**src/design/mamacd_pkg.sv**
```systemverilog
// ----------------------------------------------------------------------------
// mamacd_pkg
// Shared types and constants for the moving average / MACD stream block.
// ----------------------------------------------------------------------------
package mamacd_pkg;

    localparam int DEF_MAX_WINDOW = 128;
    localparam int DEF_PRICE_BITS = 32;
    localparam int NUM_WINDOWS    = 6;
    localparam int WIN_BITS       = 8;
    localparam int CFG_IDX_BITS   = 3;
    localparam int SUM_BITS       = 64;
    localparam int Q_FRAC         = 16;
    // quotient bits resolved per divider cycle
    localparam int DIV_BITS       = 8;

    localparam logic [WIN_BITS-1:0] WINDOW_RESET [NUM_WINDOWS] =
        '{8'd5, 8'd10, 8'd20, 8'd30, 8'd60, 8'd120};

    localparam int FAST_DIV = 13;
    localparam int SLOW_DIV = 27;
    localparam int SIG_DIV  = 10;

    typedef logic [3:0] op_t;
    localparam op_t OP_MEAN_FIRST = 4'd0;
    localparam op_t OP_MEAN_LAST  = 4'd5;
    localparam op_t OP_FAST       = 4'd6;
    localparam op_t OP_SLOW       = 4'd7;
    localparam op_t OP_SIG        = 4'd8;

    typedef struct packed {
        logic capture;
        logic rd;
        logic sum;
        logic prep;
        logic step;
        logic store;
        logic fin;
        op_t  op;
    } cmd_t;

    typedef struct packed {
        logic need_div;
        logic first;
        logic out_busy;
    } status_t;

endpackage

```
**src/design/mamacd_ctrl.sv**
```systemverilog
// ----------------------------------------------------------------------------
// mamacd_ctrl
// Sequencer: walks the six window means and the three MACD divisions.
// ----------------------------------------------------------------------------
module mamacd_ctrl #(
    parameter int PRICE_BITS = mamacd_pkg::DEF_PRICE_BITS
) (
    input  logic                aclk,
    input  logic                aresetn,
    input  logic                s_valid,
    output logic                s_ready,
    input  mamacd_pkg::status_t status,
    output mamacd_pkg::cmd_t    cmd
);
    import mamacd_pkg::*;

    localparam int EMA_W = PRICE_BITS + Q_FRAC;
    localparam int QS    = (PRICE_BITS + DIV_BITS - 1) / DIV_BITS;
    localparam int ES    = (EMA_W + 5 + DIV_BITS - 1) / DIV_BITS;
    localparam int CW    = $clog2(ES + 1);

    typedef enum logic [6:0] {
        S_IDLE  = 7'b0000001,
        S_RD    = 7'b0000010,
        S_SUM   = 7'b0000100,
        S_PREP  = 7'b0001000,
        S_DIV   = 7'b0010000,
        S_STORE = 7'b0100000,
        S_FIN   = 7'b1000000
    } state_t;

    state_t          state_reg, state_next;
    op_t             op_reg, op_next;
    logic [CW-1:0]   step_reg, step_next;
    logic [CW-1:0]   steps_last;
    state_t          adv_state;
    op_t             adv_op;

    assign steps_last = (op_reg <= OP_MEAN_LAST) ? CW'(QS - 1) : CW'(ES - 1);

    // where to go once the current operation is finished
    always_comb begin
        adv_op = op_reg + 4'd1;
        if (op_reg == OP_SIG || (op_reg == OP_MEAN_LAST && status.first)) begin
            adv_state = S_FIN;
            adv_op    = op_reg;
        end else if (adv_op <= OP_MEAN_LAST) begin
            adv_state = S_RD;
        end else begin
            adv_state = S_PREP;
        end
    end

    always_comb begin
        state_next = state_reg;
        op_next    = op_reg;
        step_next  = step_reg;
        cmd        = '0;
        cmd.op     = op_reg;
        case (state_reg)
            S_IDLE: begin
                if (s_valid) begin
                    cmd.capture = 1'b1;
                    op_next     = OP_MEAN_FIRST;
                    state_next  = S_RD;
                end
            end
            S_RD: begin
                cmd.rd     = 1'b1;
                state_next = S_SUM;
            end
            S_SUM: begin
                cmd.sum    = 1'b1;
                state_next = S_PREP;
            end
            S_PREP: begin
                cmd.prep  = 1'b1;
                step_next = '0;
                if (status.need_div) begin
                    state_next = S_DIV;
                end else begin
                    state_next = adv_state;
                    op_next    = adv_op;
                end
            end
            S_DIV: begin
                cmd.step  = 1'b1;
                step_next = step_reg + 1'b1;
                if (step_reg == steps_last) begin
                    state_next = S_STORE;
                end
            end
            S_STORE: begin
                cmd.store  = 1'b1;
                state_next = adv_state;
                op_next    = adv_op;
            end
            S_FIN: begin
                if (!status.out_busy) begin
                    cmd.fin    = 1'b1;
                    state_next = S_IDLE;
                end
            end
            default: begin
                state_next = S_IDLE;
            end
        endcase
    end

    assign s_ready = (state_reg == S_IDLE);

    always_ff @(posedge aclk) begin
        if (!aresetn) begin
            state_reg <= S_IDLE;
            op_reg    <= OP_MEAN_FIRST;
            step_reg  <= '0;
        end else begin
            state_reg <= state_next;
            op_reg    <= op_next;
            step_reg  <= step_next;
        end
    end

`ifndef SYNTHESIS
    a_step_bound: assert property (@(posedge aclk) disable iff (!aresetn)
        state_reg == S_DIV |-> step_reg <= steps_last)
        else $error("divider step count overran");
    a_store_after_div: assert property (@(posedge aclk) disable iff (!aresetn)
        state_reg == S_STORE |-> $past(state_reg) == S_DIV)
        else $error("store without division");
    a_fin_to_idle: assert property (@(posedge aclk) disable iff (!aresetn)
        cmd.fin |=> state_reg == S_IDLE)
        else $error("finish did not return to idle");
    a_op_range: assert property (@(posedge aclk) disable iff (!aresetn)
        op_reg <= OP_SIG)
        else $error("operation index out of range");
`endif

endmodule

```
**config.mk**
```make
export PLATFORM = sky130hd
export DESIGN_NAME = mamacd_ctrl
export DESIGN_NICKNAME = d
export VERILOG_FILES = /design/src/design/mamacd_pkg.sv /design/src/design/mamacd_ctrl.sv
export SDC_FILE = /design/constraint.sdc
export NUM_CORES = 1
export LEC_CHECK = 0
export ABC_AREA = 1
export BUFFER_PORTS_ARGS = -buffer_cell sky130_fd_sc_hd__buf_2
export CORE_ASPECT_RATIO = 1.75
export CORE_MARGIN = 4
export CORE_UTILIZATION = 35
export DETAILED_ROUTE_END_ITERATION = 6
export GPL_TIMING_DRIVEN = 1
export PLACE_DENSITY_LB_ADDON = 0.3
export REMOVE_ABC_BUFFERS = 1
export SLEW_MARGIN = 20
export SYNTH_ARGS = -nofsm -noshare
export SYNTH_HDL_FRONTEND = slang
export SYNTH_SLANG_ARGS = --single-unit
```
**constraint.sdc**
```tcl
create_clock -name aclk -period 1.7 [get_ports aclk]
set_input_delay 0.085 -clock aclk [delete_from_list [all_inputs] [get_ports aclk]]
set_output_delay 0.085 -clock aclk [all_outputs]
set_load 0.05 [all_outputs]
```
==> impl_metrics.yaml, run 1 <==
die:
  die_h_um: 78.3
  die_w_um: 48.2
  rows: 25
  core_area_um2: 2720
  ios: 18
  start_util_pct: 36.3
  die_area_um2: 3770
layout:
  final_common_cell: "nand2_1"
  diodes: 0
  syn_to_final_growth_pct: 16.3
  final_cell_mix: "25 x nand2_1, 20 x inv_1, 17 x buf_2, 16 x nor2_1, 13 x dfxtp_1"
  nets: 172
  largest_reg_flops: 7
  drive_gt1_share_pct: 28.1
cts:
  cts_tree: "built"
  insertion_delay_ps: 230
  cts-root-buf: "clkbuf_8"
  cts_setup_buffers: 0
  clkTransAtPathRegs_ps: 50
  cts_made_buffers: 3
  clockBufferDepth: 2
  htree_levels: 1
  clkSinkCount: 14
sta:
  hold_violations: 0
  period_needed_ps: 1520
  setup_tns_ps: 0
  finalSetupViolCount: 0
  tightest_slew_ps: 284
  slew_headroom_pct: 81.1
  rsz0062_at_grt: "no"
  setup_ws_ps: 183
  clock_skew_ps: 0.527
  hold_ws_ps: 163
  finalMaxSlewViolations: 0
  max_freq_mhz: 659
  fin_crit_sh_pct: 89.2
placement:
  port_buffers: 17
  hpwl_um: 1800
  place_ws_ps: 134
  place.gp.congestion: 0.768
worst_setup_path:
  worstPathArrival_ps: 1650
  timing.rr.end: "state_reg[1]"
  rrSetupSlack_ps: 180
  worstPathRequired_ps: 1830
  path_class: "flop to flop"
  endpoint_kind: "flop"
  crit_fanout: 5
  r2r_cells: 10
  r2r-start: "op_reg[1]"
  cp-start-kind: "flop"
power:
  power.density_nw_per_um2: 1100
  leakagePower_nw: 0.588
  ir_worst_vdd_v: 0.000564
global_route:
  grt.total_usage_pct: 12.9
  grt_antenna_before_repair: 0
  grt_pass1_vias: 885
  grt_pass1_wl_um: 3660
  overflow: 0
  grt_max_degree: 10
routing:
  num_vias: 923
  antenna_left: 0
  dr.pass1.iters: 4
  wl_um: 2080
  drt_iter0_drc: 10
  wire_per_inst_um: 11.1
  drc: 0
  routed_via_density: 4.94
yosys:
  postSynthCellCount: 140
  yosys_warnings: 0
  synthDistinctLibCells: 26
  ys_ff_latch: 14
  syn_area_per_cell_um2: 7.06
  seq_area_frac_synth_pct: 28.4
  synth_area_um2: 988
min_path:
  hold_path.class: "input port to flop"
  min-delay-start: "aresetn"
  holdPathEnd: "state_reg[6]"
  whs_path_depth: 3
outcome:
  outcome: "finished, final reports clean"
job:
  drv_cap: 0
## stage by stage
| step | utilization [%] | power [mW] | instance area [um^2] | std cells |
|---|---|---|---|---|
| final | 42.3 | 1.26 | 1150 | 187 |
| after global placement | 40.7 | 1.01 | 1110 | 184 |
| after CTS | 42.2 | 1.28 | 1150 | 187 |
| after floorplan | - | 0.900 | 988 | 140 |
| after detailed placement | 40.7 | 1.02 | 1110 | 184 |
| after global routing | 42.3 | 1.35 | 1150 | 187 |
## cell usage after synthesis
cell type  instances  area, um^2
dfxtp_1           14         280
inv_1             20        75.1
nor2_4             1        11.3
inv_2              6        22.5
a21oi_1            7        35.0
o21ai_1            1        5.00
ha_1               4        50.1
or2_0              1        6.26
nand3_1           12        60.1
nand4_1            4        25.0
nand3_4            2        35.0
nor3b_2            1        12.5
o21bai_1           1        7.51
nor3_1             4        20.0
o21ai_0            3        15.0
nand3b_1           1        7.51
nand2_4            2        22.5
nand3_2            2        20.0
nor2_2             3        18.8
o21ai_4            1        16.3
nand2_2            4        25.0
nor2_1            16        60.1
and2_1             1        6.26
nor2_8             2        40.0
nand2_1           25        93.8
xor2_1             2        17.5
## metal layers
metal  track usage, %  routed length, um  part of all wire (%)  vias to the layer above
met2             22.6               1160                    56                       13
met4             3.23                 19                  0.91                        0
met1             15.2                830                    40                      424
met5                0                  0                     0                        -
li1                 -                  -                     -                      484
met3             2.06                 68                   3.3                        2
## cell families (layout without fill, tap and decap cells)
family	after synthesis	in the layout	synth area share (%)
flops	14	14	28.4
xor+xnor	2	2	1.77
simple gates	81	81	47.0
buf+inv	26	46	9.87
compound gates	13	13	7.97
fa+ha+maj	4	4	5.06
## repair_timing
| action | 4_1_cts | 5_1_grt |
|---|---|---|
| gates resized for setup | 0 | 2 |
| hold buffers | 0 | 0 |
| endpoints found under the setup margin | 0 | 4 |
## worst max-delay path: stages (launching register included)
cell and delay (ps):
dfxtp_1 390, inv_1 90, ha_1 210, inv_1 60, nand3_1 80, nand3_1 80, nand3_1 140, nand2_4 110
nand3_4 80, nor2_1 120, nor2_1 40
## how the worst max path moves through the flow
stage / start / endpoint
floorplan: op_reg[0] / state_reg[6]
global placement: op_reg[1] / state_reg[3]
detailed placement: op_reg[1] / state_reg[1]
CTS: op_reg[1] / state_reg[1]
global route: op_reg[1] / state_reg[6]
finish: op_reg[1] / state_reg[1]
## final cells by class
type	count	area, um^2
fill	295	1570
clock buffer	3	41.3
multi-input combinational	100	611
inverter	26	97.6
timing repair buffer	17	85.1
sequential	14	282
tap	27	33.8
## report_power, final
group,internal (mW),switching [mW]
clock network,0.156,0.101
registers,0.362,0.0285
logic,0.172,0.444
total,0.690,0.573
(Power assumes the default switching activity.)
==> run 2, diff against run 1 <==
--- a/config.mk
+++ b/config.mk
@@ -7,9 +7,8 @@
 export LEC_CHECK = 0
 export ABC_AREA = 1
 export BUFFER_PORTS_ARGS = -buffer_cell sky130_fd_sc_hd__buf_2
-export CORE_ASPECT_RATIO = 1.75
 export CORE_MARGIN = 4
-export CORE_UTILIZATION = 35
+export CORE_UTILIZATION = 54
 export DETAILED_ROUTE_END_ITERATION = 6
 export GPL_TIMING_DRIVEN = 1
 export PLACE_DENSITY_LB_ADDON = 0.3
==> impl_metrics.yaml, run 2 (synthesis results as in run 1) <==
outcome:
  outcome: "finished, final reports clean"
placement:
  hpwl_um: 1710
  dpl_cell_area_um2: 1100
  place_ws_ps: 128
  port_buffers: 17
  place.gp.congestion: 0.908
worst_setup_path:
  crit_buf_inv: 1
  crit_fanout: 9
  crit_chain: "nor2_2 -> nand2_1 -> nor2_4 -> buf_2"
  worstPathRequired_ps: 1620
  path_class: "flop to output pin"
  cp_slowest_stage_delay_ps: 340
  endpoint_kind: "output pin"
  cpMaxStageDelayCell: "dfxtp_1"
  cp_top_family: "simple AND/OR/NAND/NOR gates"
  cp-start-kind: "flop"
  worstPathArrival_ps: 1480
cts:
  cts_made_buffers: 3
  cts-root-buf: "clkbuf_4"
  clkTransAtPathRegs_ps: 80
  cts_tree: "built"
  insertion_delay_ps: 270
  clockBufferDepth: 2
  htree_levels: 1
  clkSinkCount: 14
global_route:
  grt.total_usage_pct: 17.6
  overflow: 0
  grt_antenna_before_repair: 0
  grt_max_degree: 10
  grt_pass1_vias: 894
  grt_pass1_wl_um: 3510
routing:
  num_vias: 922
  routed_via_density: 4.96
  wire_per_inst_um: 11.2
  dr.pass1.iters: 4
  drt_iter0_drc: 13
  antenna_left: 0
  wl_um: 2090
  drc: 0
layout:
  largest_reg_flops: 7
  diodes: 0
  final_area_um2: 1150
  drive_gt1_share_pct: 29.2
  nets: 172
  final_common_cell: "nand2_1"
  syn_to_final_growth_pct: 16.1
  final_cell_mix: "25 x nand2_1, 20 x inv_1, 16 x buf_2, 15 x nor2_1, 13 x dfxtp_1"
die:
  die_w_um: 50.8
  ios: 18
  die_area_um2: 2580
  die_h_um: 50.8
  core_area_um2: 1730
  start_util_pct: 57.2
  rows: 15
power:
  ir_worst_vdd_v: 0.000649
  power.density_nw_per_um2: 1110
  leakagePower_nw: 0.588
sta:
  hold_violations: 0
  hold_ws_ps: 122
  fin_crit_sh_pct: 92.3
  max_freq_mhz: 637
  tightest_slew_ps: 300
  finalSetupViolCount: 0
  period_needed_ps: 1570
  setup_ws_ps: 131
  slew_headroom_pct: 79.8
  clock_skew_ps: 2.05
  finalMaxSlewViolations: 0
min_path:
  hold_path.class: "input port to flop"
job:
  drv_cap: 0
[run 2: report_power, final]
group	switching [mW]	leakage, nW	internal (mW)	total (mW)
Clock	0.105	0.0210	0.130	0.235
Sequential	0.0300	0.114	0.361	0.391
Combinational	0.465	0.453	0.182	0.647
Total	0.600	0.588	0.673	1.27
[run 2: repair_timing]
item / in CTS / in global routing
hold buffers: 0 / 0
setup buffers: 0 / 0
resized for setup: 0 / 3
hold endpoints to repair: 0 / 0
setup endpoints to repair: 0 / 3
[run 2: layout make-up]
class | count | area (um^2)
inverter | 26 | 97.6
clock buffer | 4 | 36.3
fill | 159 | 579
tap | 25 | 31.3
multi-input combinational | 100 | 613
sequential | 14 | 282
timing repair buffer | 17 | 87.6
[run 2: stage by stage]
step,instances,TNS (ps),utilization [%],power (mW)
finish,186,0,66.4,1.27
floorplan,140,-409,-,0.900
detailed placement,182,0,64.0,1.03
CTS,186,0,66.1,1.27
global placement,182,0,64.0,1.00
global route,186,-0.602,66.4,1.36
[run 2: worst paths after layout]
path / startpoint / to / slack (ps) / cells after the start
worst max-delay path: state_reg[0] / cmd[6] / 130 / 4
worst min-delay path: aresetn / step_reg[0] / 120 / 3
worst max register to register: op_reg[1] / state_reg[6] / 140 / 10
worst min register to register: step_reg[1] / step_reg[1] / 490 / 2
[run 2: layer usage]
metal | vias to the layer above | global-route usage, % | share of wire (%)
met4 | 0 | 8.97 | 0.57
met5 | - | 0 | 0
met1 | 413 | 18.1 | 43
li1 | 487 | - | -
met2 | 20 | 33.0 | 52
met3 | 2 | 3.56 | 4.8
[run 2: worst min-delay path: cells and delay by family]
family          cells  cell delay [ps]
buf+inv             1              150
compound gates      2              120
==> run 3, diff against run 2 <==
--- a/config.mk
+++ b/config.mk
@@ -5,12 +5,12 @@
 export SDC_FILE = /design/constraint.sdc
 export NUM_CORES = 1
 export LEC_CHECK = 0
-export ABC_AREA = 1
 export BUFFER_PORTS_ARGS = -buffer_cell sky130_fd_sc_hd__buf_2
 export CORE_MARGIN = 4
 export CORE_UTILIZATION = 54
 export DETAILED_ROUTE_END_ITERATION = 6
 export GPL_TIMING_DRIVEN = 1
+export HOLD_SLACK_MARGIN = 0.02
 export PLACE_DENSITY_LB_ADDON = 0.3
 export REMOVE_ABC_BUFFERS = 1
 export SLEW_MARGIN = 20
==> impl_metrics.yaml, run 3 <==
routing:
  drc: 0
  routed_via_density: 6.26
  dr.pass1.iters: 4
  wl_um: 3870
  wire_per_inst_um: 21.1
  num_vias: 1146
  antenna_left: 0
  drt_iter0_drc: 44
yosys:
  synth_area_um2: 970
  seq_area_frac_synth_pct: 28.9
  ys.flop_type: "dfxtp_1"
  yosysMostFrequentCell: "dfxtp_1"
  yosys_warnings: 0
  synth_area_leaders: "dfxtp_1 29%, ha_1 5.2%, inv_1 4.3%"
  yosys-top-cells-count: "14 x dfxtp_1, 11 x inv_1, 7 x nand3_1"
  postSynthCellCount: 117
  yosys.area.top_type: "dfxtp_1"
  ys_ff_latch: 14
  synth.top_cell.area_share_pct: 28.9
  syn_area_per_cell_um2: 8.29
  async_reset_ff_share_pct: 0
  synth_edf_count: 0
  synthDistinctLibCells: 44
sta:
  setup_ws_ps: -277
  finalMaxSlewViolations: 0
  period_needed_ps: 1980
  clock_skew_ps: 8.06
  slew_headroom_pct: 70.0
  fin_crit_sh_pct: 116
  setup_tns_ps: -2880
  rsz0062_at_grt: "yes"
  hold_ws_ps: 111
  finalSetupViolCount: 19
  max_freq_mhz: 506
  hold_violations: 0
  tightest_slew_ps: 448
die:
  die_area_um2: 2540
  core_area_um2: 1710
  rows: 15
  ios: 18
  die_h_um: 50.4
  start_util_pct: 56.8
  die_w_um: 50.4
min_path:
  holdPathEnd: "state_reg[0]"
  whs_path_depth: 2
  hold_path.class: "input port to flop"
  min-delay-start: "aresetn"
power:
  power.total_mw: 1.03
  p_comb_share_pct: 40.3
  ir_worst_vdd_v: 0.000501
  p_seq_share_pct: 34.1
  power_switching_uw: 390
  p_int_uw: 645
  p_clk_share_pct: 25.5
  swShare_pct: 37.7
  power.density_nw_per_um2: 684
  leakagePower_nw: 0.590
worst_setup_path:
  crit_chain: "or4_4 -> buf_4 -> buf_6 -> nor3_4 -> buf_6"
  r2r-start: "state_reg[0]"
  crit_buf_inv: 3
  r2r_cells: 6
  cp_top_family: "simple AND/OR/NAND/NOR gates"
  crit_fanout: 4
  cpMaxStageDelayCell: "or4_4"
  worstPathRequired_ps: 1620
  crit_path_frequent_cell: "buf_6"
  rrSetupSlack_ps: -230
  endpoint_kind: "output pin"
  timing.rr.end: "op_reg[0]"
  worstPathArrival_ps: 1890
  cp-start-kind: "flop"
  path_class: "flop to output pin"
  cp_slowest_stage_delay_ps: 600
global_route:
  grt_pass1_vias: 1062
  overflow: 0
  grt_antenna_before_repair: 0
  grt.total_usage_pct: 26.9
  grt_pass1_wl_um: 5180
  grt_max_degree: 10
cts:
  cts-root-buf: "clkbuf_4"
  cts_made_buffers: 3
  cts_tree: "built"
  clkSinkCount: 14
  htree_levels: 1
  insertion_delay_ps: 310
  clockBufferDepth: 2
  clkTransAtPathRegs_ps: 100
placement:
  place_ws_ps: -55.1
  hpwl_um: 1890
  dpl_cell_area_um2: 1170
  port_buffers: 17
  dp.cells: 169
  place.gp.congestion: 0.861
layout:
  syn_to_final_growth_pct: 56.1
  largest_reg_flops: 7
  nets: 169
  drive_gt1_share_pct: 51.3
  fillCellCount: 72
  finalCoreUtilization_pct: 88.6
  final_area_um2: 1510
  diodes: 0
  final_cell_mix: "26 x buf_4, 11 x dfxtp_1, 9 x inv_1, 9 x buf_2, 6 x buf_6"
  stdcell_count: 183
  final_common_cell: "buf_4"
outcome:
  violations: "setup timing"
  outcome: "complete, but fails checks"
job:
  drv_cap: 0
run 3: kinds of logic after synthesis:
group,synth area share (%)
AO/OA/AOI/OAI,21.5
AND/OR/NAND/NOR,30.8
XOR/XNOR,2.71
adder cells (fa/ha/maj),5.16
buffers and inverters,8.64
multiplexers,2.19
flip-flops,28.9
run 3: power by group through the flow:
stage          Clock (mW)  Combinational (mW)  Sequential, mW
2_1_floorplan           0               0.161           0.367
3_3_place_gp            0               0.263           0.353
3_5_place_dp            0               0.271           0.355
4_1_cts             0.250               0.314           0.348
5_1_grt             0.270               0.434           0.353
6_report            0.264               0.417           0.353
run 3: area by class of cell:
type	count	area, um^2	area share, %
Timing Repair Buffer	44	353	23.3
Sequential cell	14	287	18.9
Inverter	11	41.3	2.73
Clock buffer	4	36.3	2.40
Tap cell	25	31.3	2.07
Multi-Input combinational cell	85	766	50.6
run 3: layer usage:
layer / share of wire [%] / global-route usage [%] / vias to the layer above
met1: 37 / 30.5 / 545
met4: 6.4 / 8.52 / 0
met3: 6.2 / 2.97 / 27
met2: 50 / 51.5 / 67
met5: 0 / 0 / -
li1: - / - / 507
run 3: worst max path at each step:
stage	startpoint	endpoint	slack [ps]	cells after the start
2_1_floorplan	state_reg[3]	cmd[4]	-970	3
3_3_place_gp	state_reg[3]	op_reg[2]	10	5
3_5_place_dp	state_reg[0]	op_reg[3]	-60	5
4_1_cts	state_reg[0]	cmd[7]	-150	4
5_1_grt	state_reg[0]	cmd[6]	-300	4
6_report	state_reg[0]	cmd[5]	-280	5
run 3: repair_timing:
action	in CTS	in global routing
buffers inserted	5	5
gates resized for setup	28	26
pin swaps	3	10
endpoints found under the setup margin	14	20
cloned	0	0
hold buffers	0	0
